===== src/rtl/mwg_pkg.sv =====
// Shared types, codes and waveform tables for the multi-waveform generator.
package mwg_pkg;

    localparam int MODE_W  = 3;
    localparam int TICKS_W = 16;
    localparam int PHASE_W = 9;
    localparam int DAC_W   = 8;
    localparam int ADDR_W  = 1;

    localparam logic [ADDR_W-1:0] REG_WAVE_MODE      = 1'd0;
    localparam logic [ADDR_W-1:0] REG_TICKS_PER_STEP = 1'd1;

    localparam logic [MODE_W-1:0] MODE_SINE     = 3'd0;
    localparam logic [MODE_W-1:0] MODE_SQUARE   = 3'd1;
    localparam logic [MODE_W-1:0] MODE_TRIANGLE = 3'd2;
    localparam logic [MODE_W-1:0] MODE_SAWTOOTH = 3'd3;
    localparam logic [MODE_W-1:0] MODE_AM       = 3'd4;

    localparam logic [PHASE_W-1:0] SINE_LEN   = 9'd12;
    localparam logic [PHASE_W-1:0] SQUARE_LEN = 9'd2;
    localparam logic [PHASE_W-1:0] TRI_LEN    = 9'd510;
    localparam logic [PHASE_W-1:0] SAW_LEN    = 9'd14;
    localparam logic [PHASE_W-1:0] AM_LEN     = 9'd51;
    localparam logic [PHASE_W-1:0] AM_PERIOD  = 9'd102;
    localparam logic [PHASE_W-1:0] TRI_PEAK   = 9'd254;
    localparam logic [PHASE_W-1:0] SAW_TOP    = 9'd12;
    localparam logic [DAC_W-1:0]   SAW_MAX    = 8'd240;
    localparam logic [DAC_W-1:0]   DAC_MAX    = 8'd255;

    typedef struct packed {
        logic [DAC_W-1:0] dac_code;
        logic             step_taken;
    } mwg_result_t;

    function automatic logic [PHASE_W-1:0] wave_period(input logic [MODE_W-1:0] mode);
        logic [PHASE_W-1:0] p;
        unique case (mode)
            MODE_SINE:     p = SINE_LEN;
            MODE_SQUARE:   p = SQUARE_LEN;
            MODE_TRIANGLE: p = TRI_LEN;
            MODE_SAWTOOTH: p = SAW_LEN;
            MODE_AM:       p = AM_PERIOD;
            default:       p = 9'd1;
        endcase
        return p;
    endfunction

    function automatic logic [DAC_W-1:0] sine_lut(input logic [3:0] idx);
        logic [DAC_W-1:0] v;
        unique case (idx)
            4'd0:    v = 8'd128;
            4'd1:    v = 8'd192;
            4'd2:    v = 8'd238;
            4'd3:    v = 8'd255;
            4'd4:    v = 8'd238;
            4'd5:    v = 8'd192;
            4'd6:    v = 8'd128;
            4'd7:    v = 8'd64;
            4'd8:    v = 8'd17;
            4'd9:    v = 8'd0;
            4'd10:   v = 8'd17;
            4'd11:   v = 8'd64;
            default: v = 8'd0;
        endcase
        return v;
    endfunction

    function automatic logic [DAC_W-1:0] am_lut(input logic [5:0] idx);
        logic [DAC_W-1:0] v;
        unique case (idx)
            6'd0:  v = 8'd255; 6'd1:  v = 8'd230; 6'd2:  v = 8'd166; 6'd3:  v = 8'd88;
            6'd4:  v = 8'd26;  6'd5:  v = 8'd0;   6'd6:  v = 8'd27;  6'd7:  v = 8'd90;
            6'd8:  v = 8'd165; 6'd9:  v = 8'd224; 6'd10: v = 8'd245; 6'd11: v = 8'd221;
            6'd12: v = 8'd163; 6'd13: v = 8'd93;  6'd14: v = 8'd40;  6'd15: v = 8'd22;
            6'd16: v = 8'd44;  6'd17: v = 8'd97;  6'd18: v = 8'd158; 6'd19: v = 8'd204;
            6'd20: v = 8'd219; 6'd21: v = 8'd199; 6'd22: v = 8'd154; 6'd23: v = 8'd102;
            6'd24: v = 8'd64;  6'd25: v = 8'd53;  6'd26: v = 8'd69;  6'd27: v = 8'd106;
            6'd28: v = 8'd148; 6'd29: v = 8'd178; 6'd30: v = 8'd186; 6'd31: v = 8'd173;
            6'd32: v = 8'd143; 6'd33: v = 8'd112; 6'd34: v = 8'd90;  6'd35: v = 8'd83;
            6'd36: v = 8'd91;  6'd37: v = 8'd115; 6'd38: v = 8'd139; 6'd39: v = 8'd155;
            6'd40: v = 8'd160; 6'd41: v = 8'd152; 6'd42: v = 8'd136; 6'd43: v = 8'd119;
            6'd44: v = 8'd106; 6'd45: v = 8'd102; 6'd46: v = 8'd108; 6'd47: v = 8'd120;
            6'd48: v = 8'd135; 6'd49: v = 8'd146; 6'd50: v = 8'd150;
            default: v = 8'd0;
        endcase
        return v;
    endfunction

endpackage


===== src/rtl/mwg_sample.sv =====
// Maps waveform mode and phase to the converter code.
module mwg_sample (
    input  logic [mwg_pkg::MODE_W-1:0]  mode,
    input  logic [mwg_pkg::PHASE_W-1:0] phase,
    output logic [mwg_pkg::DAC_W-1:0]   dac_code
);
    import mwg_pkg::*;

    logic [PHASE_W-1:0] am_idx;
    logic [PHASE_W-1:0] tri_fall;
    logic [PHASE_W-1:0] saw_val;

    always_comb begin
        // backward half of the AM table mirrors the forward half
        am_idx   = (phase < AM_LEN) ? phase : AM_PERIOD - 9'd1 - phase;
        tri_fall = TRI_LEN - phase;
        saw_val  = (phase << 4) + (phase << 2);
        unique case (mode)
            MODE_SINE:     dac_code = sine_lut(phase[3:0]);
            MODE_SQUARE:   dac_code = phase[0] ? DAC_MAX : 8'd0;
            MODE_TRIANGLE: dac_code = (phase <= TRI_PEAK) ? phase[DAC_W-1:0]
                                                          : tri_fall[DAC_W-1:0];
            MODE_SAWTOOTH: dac_code = (phase > SAW_TOP) ? SAW_MAX : saw_val[DAC_W-1:0];
            MODE_AM:       dac_code = am_lut(am_idx[5:0]);
            default:       dac_code = 8'd0;
        endcase
    end

endmodule


===== src/rtl/mwg_phase.sv =====
// Hold counter and phase accumulator; forms one result per request.
module mwg_phase #(
    parameter int COUNT_WIDTH = 16
) (
    input  logic                         aclk,
    input  logic                         aresetn,
    input  logic                         advance,
    input  logic                         restart,
    input  logic [mwg_pkg::MODE_W-1:0]   mode,
    input  logic [mwg_pkg::TICKS_W-1:0]  ticks_per_step,
    output mwg_pkg::mwg_result_t         result
);
    import mwg_pkg::*;

    localparam int CMP_W = (COUNT_WIDTH + 1 > TICKS_W) ? COUNT_WIDTH + 1 : TICKS_W;

    logic [COUNT_WIDTH-1:0] tick_count_reg, tick_count_next;
    logic [PHASE_W-1:0]     phase_index_reg, phase_index_next;
    logic [PHASE_W-1:0]     period;
    logic [PHASE_W-1:0]     ph;
    logic [PHASE_W-1:0]     ph_inc;
    logic [TICKS_W-1:0]     hold;
    logic [CMP_W-1:0]       count_inc;
    logic                   step;
    logic [DAC_W-1:0]       code;

    mwg_sample u_sample (
        .mode     (mode),
        .phase    (ph),
        .dac_code (code)
    );

    always_comb begin
        period    = wave_period(mode);
        hold      = (ticks_per_step == '0) ? TICKS_W'(1) : ticks_per_step;
        ph        = (restart || phase_index_reg >= period) ? '0 : phase_index_reg;
        ph_inc    = ph + 9'd1;
        count_inc = CMP_W'(tick_count_reg) + CMP_W'(1);
        step      = !restart && ((count_inc >= CMP_W'(hold)) || (&tick_count_reg));

        if (restart) begin
            tick_count_next  = '0;
            phase_index_next = '0;
        end else if (step) begin
            tick_count_next  = '0;
            phase_index_next = (ph_inc >= period) ? '0 : ph_inc;
        end else begin
            tick_count_next  = count_inc[COUNT_WIDTH-1:0];
            phase_index_next = ph;
        end

        result.dac_code   = code;
        result.step_taken = step;
    end

    always_ff @(posedge aclk) begin
        if (!aresetn) begin
            tick_count_reg  <= '0;
            phase_index_reg <= '0;
        end else if (advance) begin
            tick_count_reg  <= tick_count_next;
            phase_index_reg <= phase_index_next;
        end
    end

endmodule


===== src/rtl/mwg_out_buf.sv =====
// Output register with skid stage for the result stream.
module mwg_out_buf (
    input  logic                 aclk,
    input  logic                 aresetn,
    input  logic                 push,
    input  mwg_pkg::mwg_result_t push_data,
    output logic                 can_push,
    output logic                 out_valid,
    input  logic                 out_ready,
    output mwg_pkg::mwg_result_t out_data
);
    import mwg_pkg::*;

    logic        out_valid_reg;
    logic        skid_valid_reg;
    mwg_result_t out_data_reg;
    mwg_result_t skid_data_reg;

    assign can_push  = !skid_valid_reg;
    assign out_valid = out_valid_reg;
    assign out_data  = out_data_reg;

    always_ff @(posedge aclk) begin
        if (!aresetn) begin
            out_valid_reg  <= 1'b0;
            skid_valid_reg <= 1'b0;
        end else if (!out_valid_reg || out_ready) begin
            if (skid_valid_reg) begin
                out_valid_reg  <= 1'b1;
                skid_valid_reg <= 1'b0;
            end else begin
                out_valid_reg  <= push;
            end
        end else if (push) begin
            skid_valid_reg <= 1'b1;
        end
    end

    always_ff @(posedge aclk) begin
        if (!out_valid_reg || out_ready) begin
            out_data_reg <= skid_valid_reg ? skid_data_reg : push_data;
        end else if (push) begin
            skid_data_reg <= push_data;
        end
    end

endmodule


===== src/rtl/multi_waveform_generator.sv =====
// Top level of the multi-waveform generator.
// Each accepted request is one timebase tick and yields exactly one result: the
// 8-bit converter code of the current phase and a flag set when the phase
// advanced on that tick. A request is taken every cycle while the skid stage is
// empty. Each result is registered in the output register, or, while the output
// is stalled, in the skid stage, which keeps input flowing for one extra request.
// Modes: 0 sine (12 samples), 1 square, 2 triangle (period 510), 3 sawtooth
// (period 14), 4 amplitude-modulated table played forward then backward (period
// 102); other mode codes output 0. Each sample is held for ticks_per_step ticks
// (0 acts as 1). Setting restart in a request returns phase and hold count to
// the start. Write configuration only while no request is outstanding.
module multi_waveform_generator #(
    parameter int COUNT_WIDTH = 16
) (
    input  logic                         aclk,
    input  logic                         aresetn,
    input  logic                         cfg_we,
    input  logic [mwg_pkg::ADDR_W-1:0]   cfg_addr,
    input  logic [mwg_pkg::TICKS_W-1:0]  cfg_wdata,
    input  logic                         s_tvalid,
    output logic                         s_tready,
    input  logic [7:0]                   s_tdata,   // [0] restart
    output logic                         m_tvalid,
    input  logic                         m_tready,
    output logic [15:0]                  m_tdata    // [7:0] dac_code, [8] step_taken
);
    import mwg_pkg::*;

    logic [MODE_W-1:0]  wave_mode_reg;
    logic [TICKS_W-1:0] ticks_per_step_reg;
    logic               accept;
    logic               can_push;
    mwg_result_t        result;
    mwg_result_t        out_data;

    always_ff @(posedge aclk) begin
        if (!aresetn) begin
            wave_mode_reg      <= MODE_SINE;
            ticks_per_step_reg <= TICKS_W'(1);
        end else if (cfg_we) begin
            unique case (cfg_addr)
                REG_WAVE_MODE:      wave_mode_reg      <= cfg_wdata[MODE_W-1:0];
                REG_TICKS_PER_STEP: ticks_per_step_reg <= cfg_wdata;
                default: ;
            endcase
        end
    end

    assign s_tready = can_push;
    assign accept   = s_tvalid && can_push;

    mwg_phase #(
        .COUNT_WIDTH (COUNT_WIDTH)
    ) u_phase (
        .aclk           (aclk),
        .aresetn        (aresetn),
        .advance        (accept),
        .restart        (s_tdata[0]),
        .mode           (wave_mode_reg),
        .ticks_per_step (ticks_per_step_reg),
        .result         (result)
    );

    mwg_out_buf u_out_buf (
        .aclk      (aclk),
        .aresetn   (aresetn),
        .push      (accept),
        .push_data (result),
        .can_push  (can_push),
        .out_valid (m_tvalid),
        .out_ready (m_tready),
        .out_data  (out_data)
    );

    assign m_tdata = {7'd0, out_data.step_taken, out_data.dac_code};

endmodule


===== config.mk =====
export PLATFORM = sky130hd
export DESIGN_NAME = multi_waveform_generator
export DESIGN_NICKNAME = d
export VERILOG_FILES = /design/src/rtl/mwg_pkg.sv /design/src/rtl/mwg_sample.sv /design/src/rtl/mwg_phase.sv /design/src/rtl/mwg_out_buf.sv /design/src/rtl/multi_waveform_generator.sv
export SDC_FILE = /design/constraint.sdc
export NUM_CORES = 1
export LEC_CHECK = 0
export ABC_CLOCK_PERIOD_IN_PS = 10700
export BUFFER_PORTS_ARGS = -buffer_cell sky130_fd_sc_hd__clkbuf_2
export CORE_ASPECT_RATIO = 1.4
export CORE_UTILIZATION = 51
export CTS_CLUSTER_DIAMETER = 200
export DETAILED_ROUTE_END_ITERATION = 12
export HOLD_SLACK_MARGIN = 0.1
export PLACE_DENSITY_LB_ADDON = 0.15
export SLEW_MARGIN = 0
export SYNTH_ARGS = -nofsm -noshare
export SYNTH_HDL_FRONTEND = slang
export SYNTH_HIERARCHICAL = 1
export SYNTH_SLANG_ARGS = --single-unit

===== constraint.sdc =====
create_clock -name aclk -period 10.7 [get_ports aclk]
set_input_delay 1.07 -clock aclk [delete_from_list [all_inputs] [get_ports aclk]]
set_output_delay 1.07 -clock aclk [all_outputs]
set_load 0.005 [all_outputs]

* After elaboration in Yosys (flattened, before gate mapping)
Memories as Yosys holds them, arrays and structs flattened. Index checks and enable logic that the tools add are counted. W data, S select, Z words.
Word-level totals: bits in registers 64, bits in latches 0, RAM bits 0, memory bits (read-only) 640, input port bits 30, word-level logic and storage cells 60, memories 2
Cells by class: add/subtract/negate cells 5, $mul 0, divide/modulo/power cells 0, order comparisons 6, equality and inequality tests 4, shift-type cells 0, mux-type cells 15, bitwise operators 3, reduce and logical (&&, ||, !) cells 15
Memories:
- (no name shown) | depth 64, bits a word 8, rd ports 1, clocked after memory_dff 0, write ports 0, RTL line mwg_pkg.sv:70 | unique case (idx)
- (no name shown) | depth 16, bits a word 8, rd ports 1, clocked after memory_dff 0, write ports 0, RTL line mwg_pkg.sv:50 | unique case (idx)
Operator list (count):
- $mux W16 | 3
- $mux W9 | 5
- $pmux W9 S5 | 1
- $pmux W8 S5 | 1
- $mux W8 | 3
- $ge A9 B9 Y1 | 2
- $add A16 B1 Y17 const B | 1
- $ge A17 B16 Y1 | 1
- $logic_not A16 Y1 | 1
- $reduce_and A16 Y1 | 1
- $add A9 B1 Y9 const B | 1
- $gt A9 B4 Y1 const B | 1
- $le A9 B8 Y1 const B | 1
- $lt A9 B6 Y1 const B | 1
- $add A8 B8 Y8 | 1
- $sub A8 B8 Y8 const A | 1
- $eq A3 B2 Y1 const B | 2
- $mux W6 | 1
- $reduce_and A2 Y1 | 3
- $sub A6 B6 Y6 const A | 1
- $eq A3 B1 Y1 const B | 1
- $eq A3 B3 Y1 const B | 1
- $logic_not A1 Y1 | 3
- $logic_not A3 Y1 | 1
- other kinds (5) | 10

* Depth between registers and ports, before layout
word-level depth 10, gate-level depth with buffers 22

* By module
Netlist, hierarchy kept.
By module, submodules not included:
- mwg_phase | times used 1, cells each 298, area an instance 2413.6 sq um
- mwg_sample | times used 1, cells each 255, area an instance 1799.2 sq um
- multi_waveform_generator | times used 1, cells each 93, area an instance 842.1 sq um
- mwg_out_buf | times used 1, cells each 37, area an instance 767.0 sq um

* Worst setup path after synthesis
Ideal clock, no wire load.
kind flip-flop to flip-flop, start reg wave_mode_reg[1], end reg u_out_buf.out_data_reg (netlist bit u_out_buf/out_data[3]) (data pin), setup time 260 ps, arrival time 5338 ps, data required time 10440 ps, path slack 5101 ps, stages on the path, launching flop included 22, clock period less this slack 5599 ps, path through dfxtp_1 -> or3b_2 -> ha_1 -> and4_1 -> a311o_1 -> a311oi_2 -> buf_4 -> and2_1 -> buf_2 -> inv_1 -> ha_1 -> o311ai_0 -> a31o_2 -> inv_2 -> ha_1 -> nor2_1 -> a21oi_1 -> a21oi_1 -> a211oi_1 -> a311oi_1 -> o21ai_1 -> mux2_4
RTL lines:
- start: declaration | RTL line multi_waveform_generator.sv:29 | logic [MODE_W-1:0] wave_mode_reg;
- start signal: assignment | RTL line multi_waveform_generator.sv:42 | REG_WAVE_MODE: wave_mode_reg <= cfg_wdata[MODE_W-1:0];
- end signal: assignment | RTL line mwg_out_buf.sv:41 | out_data_reg <= skid_valid_reg ? skid_data_reg : push_data;
- end: declaration | RTL line mwg_out_buf.sv:16 | mwg_result_t out_data_reg;

==> impl_results.md <==
* FMAX at 147.5 MHz
* RSZ-0062 raised after global routing: no
* Reg2reg start: wave_mode_reg[1]
* Sequential share of the synthesized area at 0.2510
* Fin crit period at 6.780 ns
* Status: complete, no violations
* # rows at 45
* RD Place Congestion at 0.9225
* Flop and latch count out of synthesis at 64
* Worst Setup Start Kind: flip-flop
* Vias in the first global route at 5,133
* Final Max Tran Viols at 0
* Vias per cell at 6.296
* Global-route wire length before repair at 24.58 mm
* Syn Area/Cell at 8.524 µm²
* Hold_sp: ticks_per_step_reg[8]
* # port buffers at 33
* R2R cell count at 19
* CTS clk-pin slew, worst paths at 0.06 ns
* H-tree depth at 3
* Clock skew at 0.007515 ns
* Slew @ Worst Pin at 0.9985 ns
* Gr usage total at 0.2596
* Final nets at 780
* Area Overhead vs Synth at 7.307%
* CTS tree: done
* Starting DRT DRC Count at 377
* Pin count of the biggest net entering global routing at 43
* Most common cell after layout, fill and taps aside: nand2_1
* Predominant post-synthesis flop cell: dfxtp_1
* Setup TNS at 0 ns
* Post-DRT Antenna Nets at 0
* Switching share of total power at 0.2749
* Post-CTS setup buffer count at 0
* Longest Clk Path Bufs at 2
* HP Class: flip-flop to flip-flop
* Hold EP: ticks_per_step_reg[8]
* Count of final setup violators at 0
* Root Driver: clkbuf_16
* Rel. slew slack at 0.3331
* Routed WL at 14.66 mm
* Final worst slack at 3.920 ns
* Clk network pwr share at 0.452
* Diode count at 0
* Total grt overflow at 0
* Vias at 5,282
* Later-pin clock latency in the skew report at 0.33 ns
* CTS Hold Bufs at 0
* Fraction of layout cells with a size suffix above 1 at 0.1461
* Die H at 128.4 µm
* Setup crit end kind: flip-flop
* Sw Pwr at 0.1941 mW
* Core region area at 10,980 µm²
* Commonest cells after routing, fill and taps aside: nand2_1 (60), nor2_1 (59), ha_1 (56), dfxtp_1 (46), clkbuf_2 (33)
* Arrival time at the worst endpoint at 6.86 ns
* DR DRC count at 0
* Syn Inst Count at 683
* Kind of critical path: flip-flop to flip-flop
* Initial antenna violation count at 0
* Post-place setup slack at 3.941 ns
* DR WL/cell at 17.47 µm
* RR Endpoint: u_out_buf/out_data[3]
* Period utilization at 0.6337
* Post-synth EDFFs at 18
* Crit path max fanout at 21
* Ys Warns at 6
* DIE AREA at 11,850 µm²
* Worst EP required at 10.78 ns
* Netlist cell types at 86
* TritonCTS Sinks at 64
* Max-cap violation count at 0
* Initial core utilization at 0.5303
* Asr flop ratio synth at 0
* Comb power frac at 0.166
* PwrDens at 113.0 nW/µm²
* DP Wirelength at 10.91 mm
* Syn Std Cell Area at 5822 µm²
* TritonRoute pass-1 iters at 6
* IO Pins at 48
* Static Leak at 2.515 nW
* Final Hold Fails at 0
* Die W at 92.30 µm
* CTS buffer count at 9
* Hold path depth at 2
* Sequential power share at 0.383
* Reg2Reg Setup Slack at 3.92 ns
* Post-CTS Resized at 0
* Internal power at 0.5120 mW
* Peak VDD IR at 53.12 µV
* Worst Setup SP: wave_mode_reg[1]
-- logic make-up (layout without fill, tap and decap cells) --
group,Yosys count,in the layout,synth area share
xor gates and xnor gates,34,34,0.05760
muxes,19,19,0.03998
AOI/OAI and AO/OA,198,198,0.2532
buffers and inverters,73,82,0.06856
adders and majority gates,57,57,0.1238
and+or+nand+nor,237,237,0.2052
other,1,7,0.0006441
DFF,64,64,0.2510
-- metal layers --
| metal | share of wire | up-vias | GRT usage | wire length, µm |
|---|---|---|---|---|
| met2 | 0.53 | 179 | 0.4771 | 7729 |
| met3 | 0.035 | 44 | 0.03428 | 515 |
| met4 | 0.052 | 0 | 0.1682 | 757 |
| met1 | 0.39 | 2499 | 0.2757 | 5658 |
| met5 | 0 | - | 0 | 0 |
| li1 | - | 2560 | - | - |
-- power groups by stage --
| stage | Combinational [mW] | Clock [mW] | Sequential, mW |
|---|---|---|---|
| floorplan | 0.0912 | 0 | 0.272 |
| global placement | 0.112 | 0 | 0.275 |
| detailed placement | 0.116 | 0 | 0.275 |
| CTS | 0.116 | 0.327 | 0.270 |
| global route | 0.130 | 0.338 | 0.272 |
| finish | 0.117 | 0.319 | 0.270 |
-- metrics by stage --
| stage | util | total power, mW | area, µm² | hold slack (ns) | std cells |
|---|---|---|---|---|---|
| 2_1_floorplan | - | 0.3632 | 5844 | 0.4477 | 689 |
| 3_3_place_gp | 0.5394 | 0.3872 | 5922 | 0.4669 | 823 |
| 3_5_place_dp | 0.5394 | 0.3907 | 5922 | 0.4748 | 823 |
| 4_1_cts | 0.5690 | 0.7131 | 6247 | 0.4857 | 839 |
| 5_1_grt | 0.5690 | 0.7395 | 6247 | 0.5016 | 839 |
| 6_report | 0.5690 | 0.7061 | 6247 | 0.4838 | 839 |
-- final cells by class --
| type | instances | area (µm²) |
|---|---|---|
| clock buffers | 9 | 225.2 |
| clock inverters | 7 | 100.1 |
| fillers | 1022 | 4732 |
| inverters | 30 | 112.6 |
| multi-input cells | 552 | 3984 |
| flip-flops and latches | 64 | 1461 |
| well taps | 141 | 176.4 |
| repair buffers | 36 | 187.7 |
-- critical path, cell delays in order, from the launching register on --
cell      delay (ns)
dfxtp_1         0.57
or3b_2          0.58
ha_1            0.32
and4_1          0.24
a311o_1         0.35
a311oi_2        0.70
and2_1          0.87
inv_1           0.10
ha_1            0.24
o311ai_0        0.32
a31o_2          0.32
inv_2           0.12
ha_1            0.28
nor2_1          0.44
a221oi_1        0.14
a21oi_1         0.15
a211oi_1        0.10
a311oi_1        0.28
o21ai_1         0.11
mux2_4          0.30
-- cells in the mapped netlist (11+ instances only) --
master / instances / share of area
nand2_1: 60 / 0.039
nor2_1: 59 / 0.038
ha_1: 56 / 0.12
dfxtp_1: 46 / 0.16
a21oi_1: 31 / 0.027
inv_1: 28 / 0.018
nand3_1: 24 / 0.021
o21ai_0: 24 / 0.021
xnor2_1: 23 / 0.035
nor3_1: 19 / 0.016
edfxtp_1: 18 / 0.093
nand4_1: 18 / 0.019
buf_2: 16 / 0.014
a22oi_1: 14 / 0.018
and2_1: 11 / 0.012
o21ai_2: 11 / 0.017
-- worst max-delay path by stage --
stage / end / slack, ns / cells past startpoint
after floorplan: u_out_buf/out_data[3] / 5.10 / 21
after global placement: u_out_buf/out_data[3] / 4.07 / 19
after detailed placement: u_out_buf/out_data[3] / 3.94 / 19
after CTS: u_out_buf/out_data[3] / 3.93 / 19
after global routing: u_out_buf/out_data[3] / 3.41 / 19
final: u_out_buf/out_data[3] / 3.92 / 19
Note: power is estimated with default switching activity, not from simulation.
